<file path="src/design/rntbc_pkg.sv">
// ----------------------------------------------------------------------------
// rntbc_pkg: shared types and constants of the tiered replay filter
// Transaction payloads, verdict and register codes, FNV-1a constants and the
// hash lane control group.
// ----------------------------------------------------------------------------
package rntbc_pkg;

  // Input transaction payload.
  typedef struct packed {
    logic [63:0] nonce;
    logic [63:0] packet_time;
    logic [63:0] now_seconds;
  } in_item_t;

  // Result transaction payload.
  typedef struct packed {
    logic [1:0] verdict;
    logic       degraded_now;
  } out_item_t;

  // Control group from the sequencer to every hash lane.
  typedef struct packed {
    logic load;
    logic fnv_step;
    logic mod_step;
  } hash_ctrl_t;

  // Verdict codes.
  localparam logic [1:0] VERDICT_ACCEPT = 2'd0;
  localparam logic [1:0] VERDICT_STALE  = 2'd1;
  localparam logic [1:0] VERDICT_REPLAY = 2'd2;

  // Configuration register indexes.
  localparam int unsigned CFG_IDX_W = 3;
  localparam int unsigned CFG_DATA_W = 12;
  localparam logic [CFG_IDX_W-1:0] CFG_DEGRADED_FILL  = 3'd0;
  localparam logic [CFG_IDX_W-1:0] CFG_EMERGENCY_FILL = 3'd1;
  localparam logic [CFG_IDX_W-1:0] CFG_HIGH_FILL      = 3'd2;
  localparam logic [CFG_IDX_W-1:0] CFG_ELEVATED_FILL  = 3'd3;
  localparam logic [CFG_IDX_W-1:0] CFG_WINDOW_HIGH    = 3'd4;
  localparam logic [CFG_IDX_W-1:0] CFG_WINDOW_ELEV    = 3'd5;
  localparam logic [CFG_IDX_W-1:0] CFG_WINDOW_NORMAL  = 3'd6;

  // Register reset values.
  localparam logic [6:0]  RST_DEGRADED_FILL  = 7'd70;
  localparam logic [6:0]  RST_EMERGENCY_FILL = 7'd90;
  localparam logic [6:0]  RST_HIGH_FILL      = 7'd80;
  localparam logic [6:0]  RST_ELEVATED_FILL  = 7'd50;
  localparam logic [11:0] RST_WINDOW_HIGH    = 12'd1;
  localparam logic [11:0] RST_WINDOW_ELEV    = 12'd2;
  localparam logic [11:0] RST_WINDOW_NORMAL  = 12'd5;

  // Recovery from degraded mode.
  localparam logic [6:0]  CLEAR_FILL_PCT = 7'd30;
  localparam logic [63:0] CLEAR_HOLD_SEC = 64'd30;

  // FNV-1a 64-bit constants.
  localparam logic [63:0] FNV_BASIS = 64'hCBF29CE484222325;

  // Multiply by the FNV prime 2^40 + 0x1B3, modulo 2^64, as shifts and adds.
  function automatic logic [63:0] fnv_mul(input logic [63:0] x);
    fnv_mul = (x << 40) + (x << 8) + (x << 7) + (x << 5) + (x << 4) + (x << 1) + x;
  endfunction

endpackage

</file>
<file path="src/design/rntbc_hash.sv">
// ----------------------------------------------------------------------------
// rntbc_hash: one FNV-1a hash lane with byte-wise modular reduction
// Hashes the nonce one byte a cycle, then reduces the hash modulo the size
// of each of the three stores, each hash byte in a quotient and a remainder step.
// ----------------------------------------------------------------------------
module rntbc_hash
  import rntbc_pkg::*;
#(
  parameter int SEED    = 0,
  parameter int T1_BITS = 10240,
  parameter int T2_BITS = 40960,
  parameter int T3_BITS = 40960
) (
  input  logic                       clk,
  input  hash_ctrl_t                 ctrl,
  input  logic [7:0]                 nonce_byte,
  output logic [$clog2(T1_BITS)-1:0] pos1,
  output logic [$clog2(T2_BITS)-1:0] pos2,
  output logic [$clog2(T3_BITS)-1:0] pos3
);

  localparam int P1W = $clog2(T1_BITS);
  localparam int P2W = $clog2(T2_BITS);
  localparam int P3W = $clog2(T3_BITS);

  // Partial remainder with the next hash byte appended, and the shift of
  // the reciprocal that gives an exact quotient for values of that width.
  localparam int N1W = P1W + 8;
  localparam int N2W = P2W + 8;
  localparam int N3W = P3W + 8;
  localparam int S1  = N1W + P1W;
  localparam int S2  = N2W + P2W;
  localparam int S3  = N3W + P3W;
  localparam longint unsigned R1 =
    ((64'd1 << S1) + 64'(T1_BITS) - 64'd1) / 64'(T1_BITS);
  localparam longint unsigned R2 =
    ((64'd1 << S2) + 64'(T2_BITS) - 64'd1) / 64'(T2_BITS);
  localparam longint unsigned R3 =
    ((64'd1 << S3) + 64'(T3_BITS) - 64'd1) / 64'(T3_BITS);
  localparam logic [N1W:0] RC1 = R1[N1W:0];
  localparam logic [N2W:0] RC2 = R2[N2W:0];
  localparam logic [N3W:0] RC3 = R3[N3W:0];

  logic [63:0]      h;
  logic             phase;
  logic [N1W-1:0]   t1, rem1;
  logic [N2W-1:0]   t2, rem2;
  logic [N3W-1:0]   t3, rem3;
  logic [2*N1W:0]   prod1;
  logic [2*N2W:0]   prod2;
  logic [2*N3W:0]   prod3;
  logic [7:0]       q1, q2, q3;

  // Append the next hash byte, estimate the quotient by reciprocal
  // multiplication and take the remainder with the registered quotient.
  always_comb begin
    t1    = {pos1, h[63:56]};
    t2    = {pos2, h[63:56]};
    t3    = {pos3, h[63:56]};
    prod1 = (2*N1W+1)'(t1) * (2*N1W+1)'(RC1);
    prod2 = (2*N2W+1)'(t2) * (2*N2W+1)'(RC2);
    prod3 = (2*N3W+1)'(t3) * (2*N3W+1)'(RC3);
    rem1  = t1 - (N1W)'(q1) * (N1W)'(T1_BITS);
    rem2  = t2 - (N2W)'(q2) * (N2W)'(T2_BITS);
    rem3  = t3 - (N3W)'(q3) * (N3W)'(T3_BITS);
  end

  // Hash register, quotients and remainders.
  always_ff @(posedge clk) begin
    if (ctrl.load) begin
      h     <= FNV_BASIS ^ 64'(SEED);
      pos1  <= '0;
      pos2  <= '0;
      pos3  <= '0;
      phase <= 1'b0;
    end else if (ctrl.fnv_step) begin
      h <= fnv_mul(h ^ {56'd0, nonce_byte});
    end else if (ctrl.mod_step) begin
      if (!phase) begin
        q1    <= prod1[S1 +: 8];
        q2    <= prod2[S2 +: 8];
        q3    <= prod3[S3 +: 8];
        phase <= 1'b1;
      end else begin
        h     <= h << 8;
        pos1  <= rem1[P1W-1:0];
        pos2  <= rem2[P2W-1:0];
        pos3  <= rem3[P3W-1:0];
        phase <= 1'b0;
      end
    end
  end

endmodule

</file>
<file path="config.mk">
export PLATFORM = sky130hd
export DESIGN_NAME = rntbc_hash
export DESIGN_NICKNAME = d
export VERILOG_FILES = /design/src/design/rntbc_pkg.sv /design/src/design/rntbc_hash.sv
export SDC_FILE = /design/constraint.sdc
export NUM_CORES = 2
export LEC_CHECK = 0
export BUFFER_PORTS_ARGS = -buffer_cell sky130_fd_sc_hd__buf_2
export CELL_PAD_IN_SITES_DETAIL_PLACEMENT = 0
export CELL_PAD_IN_SITES_GLOBAL_PLACEMENT = 2
export CORE_MARGIN = 2
export CORE_UTILIZATION = 45
export CTS_CLUSTER_DIAMETER = 200
export CTS_CLUSTER_SIZE = 8
export DETAILED_ROUTE_END_ITERATION = 12
export PLACE_DENSITY = 0.84
export SLEW_MARGIN = 20
export SYNTH_ARGS = -nofsm -noshare
export SYNTH_HDL_FRONTEND = slang
export SYNTH_SLANG_ARGS = --single-unit
</file>
<file path="constraint.sdc">
create_clock -name clk -period 8 [get_ports clk]
set_input_delay 1.6 -clock clk [delete_from_list [all_inputs] [get_ports clk]]
set_output_delay 1.6 -clock clk [all_outputs]
set_load 0.005 [all_outputs]
</file>
==> impl_metrics.csv <==
group,metric,value,unit
run_status,run_status,"finished, final reports clean",
synthesis,syn-cell-area,0.0312,mm2
synthesis,synth_edf_count,9,
finish,final_net_count,4278,
synthesis,yosysWarnings,0,
finish,syn2layout_area_growth,5.29,%
detailed_routing,viasPerCell,5.28,
sta,setup_viol,0,
placement,place_congestion,0.924,
critical_path,crit_slowest_cell,"dfxtp_1",
global_route,groute.usage.overall,25.5,%
sta,tightest_slew,1090,ps
critical_path,critical_path.max_fanout,15,
detailed_routing,drc,0,
sta,timing.final.crit_share,88.4,%
worst_hold_path,min_from,"h[5]",
floorplan,die-area,0.0714,mm2
synthesis,synth_area_leaders,"fa_1, ha_1, inv_1, dfxtp_1, xnor2_1",
detailed_routing,detail_route.wl_per_cell,21.4,um
global_route,grt_pass1_wl,137000,um
floorplan,core-area,0.0686,mm2
cts,cts_tree,"built",
detailed_routing,antenna_left,0,
critical_path,start_kind,"flop",
sta,clock_skew,26.8,ps
cts,clk_pin_slew,100,ps
synthesis,synth-async-reset-ratio,0,%
synthesis,yosys.area.top_type,"fa_1",
cts,post_cts_buffers,0,
cts,htree_levels,3,
cts,cts_sinks,96,
floorplan,rows,96,
detailed_routing,dr.pass1.iters,8,
critical_path,critical_path_class,"flop to flop",
critical_path,endpoint_kind,"flop",
synthesis,synthFlopType,"dfxtp_1",
cts,clock_path_buffers,2,
cts,cts_resized,0,
synthesis,synth.most_common_cell,"inv_1",
cts,insertion_delay,410,ps
finish,diodes,0,
worst_hold_path,hold_path_class,"flop to flop",
synthesis,synth_nets,4253,
job,max-cap-violations,0,
critical_path,cp_data_arrival_time,7200,ps
sta,fin_setup_tns,0,ps
placement,dp_hpwl,72500,um
cts,cts-root-buf,"clkbuf_16",
critical_path,rr_startpoint,"pos1[4]",
floorplan,initial_core_util,45.5,%
synthesis,synth_common_cells,"inv_1, fa_1, ha_1",
cts,hold_buffers,0,
sta,max_freq,141,MHz
critical_path,path_buf_inv,4,
synthesis,syn_inst,3016,
synthesis,synth_seq_cells,96,
critical_path,worst_path_most_repeated_cell,"fa_1",
cts,cts_buffers,9,
finish,drive_above_1_share,4.69,%
finish,seq_area,0.00201,mm2
floorplan,fp.dieH,267,um
critical_path,cp_data_required_time,8130,ps
global_route,grt_max_degree,76,
critical_path,crit_family,"adder cells",
critical_path,crit_path_start,"pos1[4]",
finish,final_util,47.9,%
floorplan,die_x,267,um
critical_path,critPathMaxStageDelay,770,ps
placement,port_buffers,57,
detailed_routing,vias,21000,
sta,relSlewSlack,27.1,%
critical_path,path_cells,"ha_1 -> inv_1 -> fa_1 -> inv_1 -> fa_1 -> fa_1 -> inv_1 -> fa_1 -> fa_1 -> fa_1 -> inv_1 -> ha_1 -> a21o_1 -> a21oi_1 -> o21ai_0 -> o41ai_1 -> o21ai_0 -> nand2_1 -> o221ai_1 -> o21a_1 -> nor2_1 -> xnor2_1",
sta,finalCriticalPeriod,7070,ps
global_route,grt_pass1_vias,23900,
synthesis,synth_top_area_share,44.7,%
detailed_routing,wirelength,85200,um
sta,report.final.slew_viol_count,0,
global_route,grt.overflow.total,0,
global_route,antenna_found_initial,0,
sta,hold_viol,0,
finish,stdcell_count,3977,
finish,nFillCells,6484,
floorplan,io_pins,58,
synthesis,avgSynthCellArea,10.3,um2
detailed_routing,drt_iter0_markers,1170,
synthesis,yosysUniqueCellTypes,79,
finish,multiInputGateArea,0.0257,mm2
synthesis,seq_area_frac_synth,6.45,%
sta,rsz0062_at_grt,"false",
sta,whs,569,ps
placement,dp_cells,3961,
cell type report:
class / instances / area share [%]
clock inverters: 7 / 0.263
clock buffers: 9 / 0.686
repair buffers: 98 / 1.81
multi-input cells: 2034 / 78.4
well taps: 931 / 3.55
flip-flops and latches: 96 / 6.13
inverters: 802 / 9.17
sequential cells by signal, indices dropped and copies added (netlist names):
signal,flops
q2,3
pos3,3
q1,3
h,64
pos2,5
pos1,14
q3,3
phase,1
metal layers:
layer | global-route usage [%] | vias up | share of wire (%)
met2 | 45.5 | 508 | 51
met1 | 32.5 | 10800 | 41
met4 | 7.20 | 0 | 3.2
met3 | 2.99 | 110 | 4.2
met5 | 0 | - | 0
li1 | - | 9563 | -
cell families (layout without fill, tap and decap cells):
| group | Yosys count | count (layout) | synth area share, % |
|---|---|---|---|
| AOI/OAI and AO/OA | 400 | 400 | 9.01 |
| muxes | 2 | 2 | 0.0802 |
| adders and majority gates | 1225 | 1225 | 65.9 |
| buffers and inverters | 886 | 916 | 11.1 |
| DFF | 96 | 96 | 6.45 |
| xor gates and xnor gates | 109 | 109 | 3.06 |
| and+or+nand+nor | 298 | 298 | 4.41 |
through the flow:
| stage | setup WS, ps | cell area [um2] |
|---|---|---|
| floorplan | 1480 | 31200 |
| global placement | 935 | 32500 |
| detailed placement | 730 | 32500 |
| CTS | 918 | 32800 |
| global route | 450 | 32800 |
| finish | 930 | 32800 |
placed cells by master, fill, tap and decap left out, drive strengths merged, types with 33 or more instances in the layout:
cell type and n:
fa 696, nor2 99, xor2 33, ha 529, a21o 48, nand2 90
xnor2 76, o21ai 70, buf 98, dfxtp 87, inv 805, a21oi 104
worst paths after layout:
| check | cells after the start | slack, ps | to |
|---|---|---|---|
| max | 22 | 930 | q2[2] |
| min | 1 | 570 | h[5] |
| max reg2reg | 22 | 930 | q2[2] |
| min reg2reg | 1 | 570 | h[5] |
Power is not shown: default switching activity piles up to over one toggle a cycle in this logic, so the estimate is an artifact.
